`src/design/tlvp_pkg.sv`:
```
// Shared types and constants for the TLV image parser.
package tlvp_pkg;

  localparam int unsigned HEADER_BYTES = 5;
  localparam int unsigned SIZE_BITS    = 21;
  localparam int unsigned CFG_W        = 21;

  typedef enum logic [2:0] {
    PH_HEADER  = 3'd0,
    PH_TYPE    = 3'd1,
    PH_LEN     = 3'd2,
    PH_PAYLOAD = 3'd3,
    PH_TAIL    = 3'd4,
    PH_STOPPED = 3'd5,
    PH_END     = 3'd6
  } phase_t;

  localparam logic [2:0] ROLE_HEADER  = 3'd0;
  localparam logic [2:0] ROLE_TYPE    = 3'd1;
  localparam logic [2:0] ROLE_LENGTH  = 3'd2;
  localparam logic [2:0] ROLE_PAYLOAD = 3'd3;
  localparam logic [2:0] ROLE_IGNORED = 3'd4;

  localparam logic [1:0] ST_OK     = 2'd0;
  localparam logic [1:0] ST_SMALL  = 2'd1;
  localparam logic [1:0] ST_MAGIC  = 2'd2;
  localparam logic [1:0] ST_BADLEN = 2'd3;

  localparam logic [1:0] CLS_CA    = 2'd0;
  localparam logic [1:0] CLS_CERT  = 2'd1;
  localparam logic [1:0] CLS_KEY   = 2'd2;
  localparam logic [1:0] CLS_OTHER = 2'd3;

  localparam logic [1:0] CFG_IMAGE_SIZE = 2'd0;
  localparam logic [1:0] CFG_CODE_CA    = 2'd1;
  localparam logic [1:0] CFG_CODE_CERT  = 2'd2;
  localparam logic [1:0] CFG_CODE_KEY   = 2'd3;

  localparam logic [SIZE_BITS-1:0] RST_IMAGE_SIZE = '0;
  localparam logic [7:0] RST_CODE_CA   = 8'd1;
  localparam logic [7:0] RST_CODE_CERT = 8'd2;
  localparam logic [7:0] RST_CODE_KEY  = 8'd3;

  typedef struct packed {
    logic [SIZE_BITS-1:0] image_size;
    logic [7:0]           code_ca;
    logic [7:0]           code_cert;
    logic [7:0]           code_key;
  } cfg_t;

  typedef struct packed {
    logic [7:0] byte_out;
    logic [2:0] byte_role;
    logic [1:0] record_class;
    logic       record_end;
    logic [1:0] parse_status;
    logic       image_end;
  } res_t;

  // Header magic, indexed by byte position 0..3.
  function automatic logic [7:0] magic_byte(input logic [1:0] idx);
    logic [7:0] m;
    case (idx)
      2'd0:    m = 8'h53;  // 'S'
      2'd1:    m = 8'h50;  // 'P'
      2'd2:    m = 8'h43;  // 'C'
      2'd3:    m = 8'h46;  // 'F'
      default: m = 8'h00;
    endcase
    return m;
  endfunction

endpackage

```
`src/design/tlvp_core.sv`:
```
// Parser state and per-byte decode: phase tracking, length capture, payload tagging.
module tlvp_core #(
  parameter int unsigned POSITION_BITS = 20
) (
  input  logic            clk,
  input  logic            rst_n,
  input  logic            accept,
  input  logic [7:0]      data_byte,
  input  logic            start_of_image,
  input  tlvp_pkg::cfg_t  cfg,
  output tlvp_pkg::res_t  res
);
  import tlvp_pkg::*;

  localparam int unsigned PB = POSITION_BITS;
  localparam int unsigned SW = ((PB > SIZE_BITS) ? PB : SIZE_BITS) + 1;
  localparam int unsigned CW = ((PB > 32) ? PB : 32) + 2;

  phase_t          phase_r, phase_nxt, phase_c, phase0;
  logic [PB-1:0]   pos_r, pos_nxt, pos_c;
  logic [31:0]     acc_r, acc_nxt, acc_c;
  logic [7:0]      type_r, type_nxt, type_c;
  logic [PB-1:0]   left_r, left_nxt, left_c, left_dec;
  logic [1:0]      st_r, st_nxt, st_c;

  logic [SW-1:0]   size_ext, size_cap, size_eff, pos_s;
  logic            live, iend, too_small, magic_bad, tail, len_last, len_bad;
  logic [1:0]      k;
  logic [31:0]     len_full;
  logic [2:0]      role;
  logic [1:0]      cls;
  logic            rend;

  function automatic logic [1:0] class_of(input logic [7:0] t, input cfg_t c);
    logic [1:0] r;
    if (t == c.code_ca)        r = CLS_CA;
    else if (t == c.code_cert) r = CLS_CERT;
    else if (t == c.code_key)  r = CLS_KEY;
    else                       r = CLS_OTHER;
    return r;
  endfunction

  // Start flag acts as a restart ahead of this byte.
  always_comb begin
    pos_c   = start_of_image ? '0 : pos_r;
    phase_c = start_of_image ? PH_HEADER : phase_r;
    acc_c   = start_of_image ? '0 : acc_r;
    type_c  = start_of_image ? '0 : type_r;
    left_c  = start_of_image ? '0 : left_r;
    st_c    = start_of_image ? ST_OK : st_r;
  end

  always_comb begin
    size_ext  = SW'(cfg.image_size);
    size_cap  = SW'(1) << PB;
    size_eff  = (size_ext > size_cap) ? size_cap : size_ext;
    pos_s     = SW'(pos_c);
    live      = (phase_c != PH_END) && (pos_s < size_eff);
    phase0    = live ? phase_c : PH_END;
    iend      = live && ((pos_s + SW'(1)) == size_eff);
    too_small = size_eff < SW'(HEADER_BYTES);
    magic_bad = data_byte != magic_byte(pos_c[1:0]);
    tail      = (pos_s + SW'(HEADER_BYTES)) > size_eff;
    k         = left_c[1:0];
    len_last  = k == 2'd3;
    len_full  = acc_c | {data_byte, 24'h0};
    len_bad   = (len_full == 32'h0) ||
                ((CW'(pos_c) + CW'(1) + CW'(len_full)) > CW'(size_eff));
    left_dec  = (left_c != '0) ? left_c - PB'(1) : left_c;
  end

  // Next phase.
  always_comb begin
    phase_nxt = phase0;
    if (live) begin
      case (phase_c)
        PH_HEADER: begin
          if (too_small) phase_nxt = PH_STOPPED;
          else if (pos_c < PB'(4)) begin
            if (magic_bad) phase_nxt = PH_STOPPED;
          end else phase_nxt = PH_TYPE;
        end
        PH_TYPE:    phase_nxt = tail ? PH_TAIL : PH_LEN;
        PH_LEN: begin
          if (len_last) phase_nxt = len_bad ? PH_STOPPED : PH_PAYLOAD;
        end
        PH_PAYLOAD: begin
          if (left_dec == '0) phase_nxt = PH_TYPE;
        end
        default:    phase_nxt = phase0;
      endcase
      if (iend) phase_nxt = PH_END;
    end
  end

  // Per-byte outputs and datapath state.
  always_comb begin
    role     = ROLE_IGNORED;
    cls      = CLS_CA;
    rend     = 1'b0;
    st_nxt   = st_c;
    acc_nxt  = acc_c;
    type_nxt = type_c;
    left_nxt = left_c;
    pos_nxt  = pos_c;
    if (live) begin
      pos_nxt = pos_c + PB'(1);
      case (phase_c)
        PH_HEADER: begin
          if (too_small) st_nxt = ST_SMALL;
          else begin
            role = ROLE_HEADER;
            if ((pos_c < PB'(4)) && magic_bad) st_nxt = ST_MAGIC;
          end
        end
        PH_TYPE: begin
          if (!tail) begin
            role     = ROLE_TYPE;
            type_nxt = data_byte;
            acc_nxt  = '0;
            left_nxt = '0;
          end
        end
        PH_LEN: begin
          role    = ROLE_LENGTH;
          acc_nxt = acc_c | (32'(data_byte) << {k, 3'b000});
          if (len_last) begin
            if (len_bad) begin
              st_nxt   = ST_BADLEN;
              left_nxt = '0;
            end else begin
              // Length fits below the image size, so it fits the position width.
              left_nxt = len_full[PB-1:0];
            end
          end else begin
            left_nxt = PB'(k) + PB'(1);
          end
        end
        PH_PAYLOAD: begin
          role     = ROLE_PAYLOAD;
          cls      = class_of(type_c, cfg);
          left_nxt = left_dec;
          rend     = left_dec == '0;
        end
        default: role = ROLE_IGNORED;
      endcase
    end
  end

  always_ff @(posedge clk) begin
    if (!rst_n) begin
      phase_r <= PH_HEADER;
      pos_r   <= '0;
      acc_r   <= '0;
      type_r  <= '0;
      left_r  <= '0;
      st_r    <= ST_OK;
    end else if (accept) begin
      phase_r <= phase_nxt;
      pos_r   <= pos_nxt;
      acc_r   <= acc_nxt;
      type_r  <= type_nxt;
      left_r  <= left_nxt;
      st_r    <= st_nxt;
    end
  end

  always_comb begin
    res.byte_out     = data_byte;
    res.byte_role    = role;
    res.record_class = cls;
    res.record_end   = rend;
    res.parse_status = st_nxt;
    res.image_end    = iend;
  end

endmodule

```
`src/design/tlv_image_parser.sv`:
```
// Top level of the TLV image parser: config registers, parser core, output skid stage.
//
// Bytes of an image enter on the in_ stream, one per transaction; in_tuser
// carries the start flag that restarts parsing on the first byte of an image.
// Every accepted byte yields exactly one result transaction on the out_
// stream: the byte itself, its role, the record class, record end, the
// parse status after the byte and, on out_tlast, the last byte of the image.
// Each result is registered (in the output or skid register) before out_tvalid. Throughput is
// one byte per cycle while in_tready stays high; the parser state updates in the accepting
// cycle, so consecutive bytes flow without gaps.
// When the receiver stalls, one further byte is taken into a skid register;
// in_tready then drops until the receiver takes the held result.
// The user writes configuration through cfg_wr_en/cfg_index/cfg_wdata only while
// the stream is idle; the block does not enforce this. Reset clears the parser to the
// header phase, the image size to zero, the type codes to 1, 2 and 3, and empties the output.
module tlv_image_parser #(
  parameter int unsigned POSITION_BITS = 20
) (
  input  logic                       clk,
  input  logic                       rst_n,
  input  logic                       in_tvalid,
  output logic                       in_tready,
  input  logic [7:0]                 in_tdata,   // [7:0] data_byte
  input  logic                       in_tuser,   // [0] start_of_image
  output logic                       out_tvalid,
  input  logic                       out_tready,
  output logic [7:0]                 out_tdata,  // [7:0] byte_out
  output logic [7:0]                 out_tuser,  // [2:0] byte_role, [4:3] record_class,
                                                 // [5] record_end, [7:6] parse_status
  output logic                       out_tlast,  // image_end
  input  logic                       cfg_wr_en,
  input  logic [1:0]                 cfg_index,
  input  logic [tlvp_pkg::CFG_W-1:0] cfg_wdata
);
  import tlvp_pkg::*;

  cfg_t cfg_r;
  res_t res;
  res_t out_r, skid_r;
  logic out_v_r, skid_v_r;
  logic accept;

  always_ff @(posedge clk) begin
    if (!rst_n) begin
      cfg_r.image_size <= RST_IMAGE_SIZE;
      cfg_r.code_ca    <= RST_CODE_CA;
      cfg_r.code_cert  <= RST_CODE_CERT;
      cfg_r.code_key   <= RST_CODE_KEY;
    end else if (cfg_wr_en) begin
      case (cfg_index)
        CFG_IMAGE_SIZE: cfg_r.image_size <= cfg_wdata[SIZE_BITS-1:0];
        CFG_CODE_CA:    cfg_r.code_ca    <= cfg_wdata[7:0];
        CFG_CODE_CERT:  cfg_r.code_cert  <= cfg_wdata[7:0];
        CFG_CODE_KEY:   cfg_r.code_key   <= cfg_wdata[7:0];
        default:        cfg_r            <= cfg_r;
      endcase
    end
  end

  assign in_tready = !skid_v_r;
  assign accept    = in_tvalid && in_tready;

  tlvp_core #(
    .POSITION_BITS(POSITION_BITS)
  ) u_core (
    .clk            (clk),
    .rst_n          (rst_n),
    .accept         (accept),
    .data_byte      (in_tdata),
    .start_of_image (in_tuser),
    .cfg            (cfg_r),
    .res            (res)
  );

  // Output register with one skid entry behind it.
  always_ff @(posedge clk) begin
    if (!rst_n) begin
      out_v_r  <= 1'b0;
      skid_v_r <= 1'b0;
    end else if (!out_v_r || out_tready) begin
      if (skid_v_r) begin
        out_v_r  <= 1'b1;
        skid_v_r <= 1'b0;
      end else begin
        out_v_r  <= accept;
      end
    end else if (accept) begin
      skid_v_r <= 1'b1;
    end
  end

  always_ff @(posedge clk) begin
    if (!out_v_r || out_tready) begin
      if (skid_v_r) out_r <= skid_r;
      else if (accept) out_r <= res;
    end else if (accept) begin
      skid_r <= res;
    end
  end

  assign out_tvalid = out_v_r;
  assign out_tdata  = out_r.byte_out;
  assign out_tuser  = {out_r.parse_status, out_r.record_end, out_r.record_class,
                       out_r.byte_role};
  assign out_tlast  = out_r.image_end;

endmodule
```
`config.mk`:
```
export PLATFORM = sky130hd
export DESIGN_NAME = tlv_image_parser
export DESIGN_NICKNAME = d
export VERILOG_FILES = /design/src/design/tlvp_pkg.sv /design/src/design/tlvp_core.sv /design/src/design/tlv_image_parser.sv
export SDC_FILE = /design/constraint.sdc
export NUM_CORES = 1
export LEC_CHECK = 0
export BUFFER_PORTS_ARGS = -buffer_cell sky130_fd_sc_hd__buf_2
export CORE_MARGIN = 2
export CORE_UTILIZATION = 60
export CTS_BUF_LIST = sky130_fd_sc_hd__clkbuf_8
export CTS_CLUSTER_DIAMETER = 150
export DETAILED_ROUTE_END_ITERATION = 16
export PLACE_DENSITY = 0.87
export SYNTH_ARGS = -nofsm -noshare
export SYNTH_HDL_FRONTEND = slang
export SYNTH_SLANG_ARGS = --single-unit
```
`constraint.sdc`:
```
create_clock -name clk -period 10.7 [get_ports clk]
set_clock_uncertainty 0.2 [all_clocks]
set_input_delay 2.14 -clock clk [delete_from_list [all_inputs] [get_ports clk]]
set_output_delay 2.14 -clock clk [all_outputs]
set_load 0.02 [all_outputs]
```
==> results.tsv <==
metric	value	unit
adder-cell area share of the yosys netlist	8.755	%
period utilization	80.31	%
class of the most critical setup path	in2reg	
Synth Area in Compound Gates	23.89	%
Via density	6.955	
Worst Tran Pin Value	1.192	ns
Critical Path RT	10.91	ns
Slew HR	20.35	%
setup repair bufs after CTS	0	
synth top area cells	dfxtp_1, ha_1, edfxtp_1, nand2_1, a21oi_1	
post-route cell area	0.01387	sq mm
Final Hold Fails	0	
Die W	151.7	um
hold crit path type	reg2reg	
CTS tree	done	
met2 wire len	20280	um
clock sinks	166	
slowest stage delay, CP	0.61	ns
type of origin of the critical path	input port	
die footprint	0.02301	sq mm
worst-skew pair later-pin latency	0.50	ns
cell with the most instances after synthesis	nand2_1	
critical path arrival	8.80	ns
routed vias	13600	
post-synth top area cell	dfxtp_1	
Pre-Repair DR Iteration Count	6	
Site Rows	54	
vias in the first global route	12770	
Post-Place Cell Area	0.01341	sq mm
worst hold slack	0.2808	ns
largest family of logic cells by synthesized area	simple AND/OR/NAND/NOR gates	
Peak VDD IR	0.07940	mV
Post-Syn Instances	1680	
DRC	0	
RSZ-0062 raised after global routing	false	
Setup TNS	0	ns
Setup Viol. Count Final	0	
Root Buffer	clkbuf_8	
antenna violations before repair	1	
Primary FF master, synth	dfxtp_1	
Yosys Warn Count	0	
input/output buffers	55	
cell breakdown of the critical path	buf_4 > nor2b_1 > ha_1 > nand3_1 > mux2i_1 > inv_1 > ha_1 > a21oi_1 > nand2_1 > a31oi_1 > o22a_1 > nor2b_1 > nor2_1 > nor2_1 > xnor2_1 > ha_1 > nand4_1 > nor4_1 > a211o_1 > nand4_1 > a2111oi_0 > and4_1 > nand4_2 > o221ai_1	
Crit Path Max Fanout	79	
Core Util, Final	64.15	%
max_cap viols	0	
wire length per cell	22.93	um
Tmin final	8.593	ns
Metal-1 WL	17220	um
Final Power	1446	uW
Yosys top cell area share	20.19	%
CP delay by family, top	simple AND/OR/NAND/NOR gates	
DRT antenna net count	0	
Nets	1789	
Syn Area/Cell	7.792	sq um
total grt overflow	0	
area grow syn2layout	5.955	%
PD cells	104.2	mW/mm^2
Yosys reg bits	166	
fmax	0.1164	GHz
GPL Wtd Cong	1.038	
die height	151.7	um
mux share of post-synthesis cell area	2.361	%
IO Pins	56	
CP Capture Type	flip-flop	
Commonest cells post-synth	nand2_1, nor2_1, a21oi_1	
xor/xnor cell area share of the yosys netlist	5.458	%
sequential share of the synthesized area	27.99	%
status	finished clean	
detailed-route wire length	44830	um
asr flop ratio synth	0	%
DR iter-0 viols	1787	
CTS Hold Bufs	0	
Simple-Gate Fraction of Synth Area	26.38	%
CTS clk-pin slew, worst paths	0.12	ns
syn_nets	1808	
layout cell share with drive strength beyond 1	9.200	%
slowest cell on the critical path	buf_4	
max-slew violations	0	
number of CTS-inserted buffers	17	
Crit path top cell by count	ha_1	
post-CTS sizing	0	
Initial Util	60.54	%
EDFF count, synth	34	
gr usage total	39.18	%
DP HPWL	33600	um
worst path bufs/invs	2	
Layout fillers	1874	
H-tree depth	4	
first-pass GRT wire length	69390	um
total leakage power	0.005431	uW
met3 wirelength from detailed routing	4563	um
number of distinct library cells after synthesis	88	
largest net degree at the start of global routing	80	
Placeable Area	0.02162	sq mm
Synth Cell Area	0.01309	sq mm
clk buf depth	2	
max layer used	met4	
final timing paths:
path	from	endpoint	slack, ns	cells past startpoint
setup / recovery	in_tuser	u_core.left_r[5]$_SDFFE_PN0P_	2.11	24
hold / removal	cfg_r[43]$_SDFFE_PN0P_	cfg_r[43]$_SDFFE_PN0P_	0.28	2
setup reg to reg	u_core.pos_r[0]$_SDFFE_PN0P_	u_core.left_r[5]$_SDFFE_PN0P_	3.75	22
hold reg to reg	cfg_r[43]$_SDFFE_PN0P_	cfg_r[43]$_SDFFE_PN0P_	0.28	2
logic make-up after synthesis:
family | Yosys count
AND/OR/NAND/NOR | 680
AO/OA/AOI/OAI | 465
buffers and inverters | 173
flip-flops | 166
adder cells (fa/ha/maj) | 91
XOR/XNOR | 76
multiplexers | 29
placed cells by master (no fill, tap or decap), types with 14 or more instances in the layout:
cell | synthesis | routed
buf_2 | 15 | 54
a21oi_1 | 143 | 143
xor2_1 | 19 | 19
mux2_2 | 14 | 14
nor4bb_1 | 14 | 14
ha_1 | 90 | 90
mux2i_1 | 14 | 14
o21ai_1 | 17 | 16
a21o_1 | 22 | 22
dfxtp_1 | 132 | 132
nor2_1 | 155 | 155
nor2b_1 | 36 | 36
nand2_1 | 217 | 217
o221ai_1 | 16 | 16
a211oi_1 | 16 | 16
nor3_1 | 38 | 36
edfxtp_1 | 34 | 34
nand4_1 | 39 | 39
nand3_1 | 42 | 42
a31oi_1 | 27 | 27
nand2b_1 | 17 | 17
and3_1 | 16 | 16
o21ai_0 | 49 | 49
inv_1 | 66 | 65
clkbuf_8 | 0 | 17
xnor2_1 | 53 | 53
nor4_1 | 32 | 32
a22oi_1 | 26 | 26
metal layers:
| metal | track usage (%) | up-vias |
|---|---|---|
| met2 | 63.02 | 909 |
| met5 | 0 | - |
| met1 | 49.79 | 6317 |
| li1 | - | 6172 |
| met4 | 21.11 | 0 |
| met3 | 7.335 | 200 |
worst register-to-register path: stages (launching register included):
cell       delay (ns)
dfxtp_1          0.49
nor2b_1          0.36
ha_1             0.49
nand4b_1         0.22
nor4_4           0.31
nand2_1          0.12
xnor2_1          0.44
ha_1             0.40
nand2_1          0.17
or3_1            0.17
a21oi_1          0.06
nor3b_1          0.42
xnor2_1          0.18
ha_1             0.27
a21oi_1          0.20
o211ai_1         0.12
a211oi_1         0.24
a211o_1          0.13
nand4_1          0.06
a2111oi_0        0.49
and4_1           0.50
nand4_2          0.48
o221ai_1         0.37
metrics by stage:
stage	setup slack (ns)	instances
2_1_floorplan	2.218	1680
3_3_place_gp	1.961	1922
3_5_place_dp	1.782	1922
4_1_cts	2.243	1954
5_1_grt	1.573	1955
6_report	2.107	1955
layout make-up:
type | instances | area (sq um) | area share [%]
diodes | 1 | 2.502 | 0.01804
clock buffers | 17 | 234.0 | 1.687
clock inverters | 15 | 222.7 | 1.606
inverters | 68 | 255.2 | 1.840
multi-input cells | 1341 | 8773 | 63.26
flip-flops and latches | 166 | 3664 | 26.41
well taps | 280 | 350.3 | 2.526
repair buffers | 67 | 367.9 | 2.652
where the power goes:
part / switching [uW] / total (uW) / internal [uW] / leakage [uW]
Sequential: 19.3 / 677 / 658 / 0.00139
Clock: 319 / 511 / 192 / 0.000223
Combinational: 175 / 257 / 82.5 / 0.00382
Total: 513 / 1450 / 933 / 0.00543
flip-flops by register name, indices dropped and copies added, names as in the netlist, 3 cells and up:
signal,count
u_core.type_r,8
out_tuser,8
out_tdata,8
u_core.acc_r,32
skid_r,17
u_core.phase_r,3
u_core.pos_r,20
u_core.left_r,20
cfg_r,45
Power figures use the tool's default switching activity.
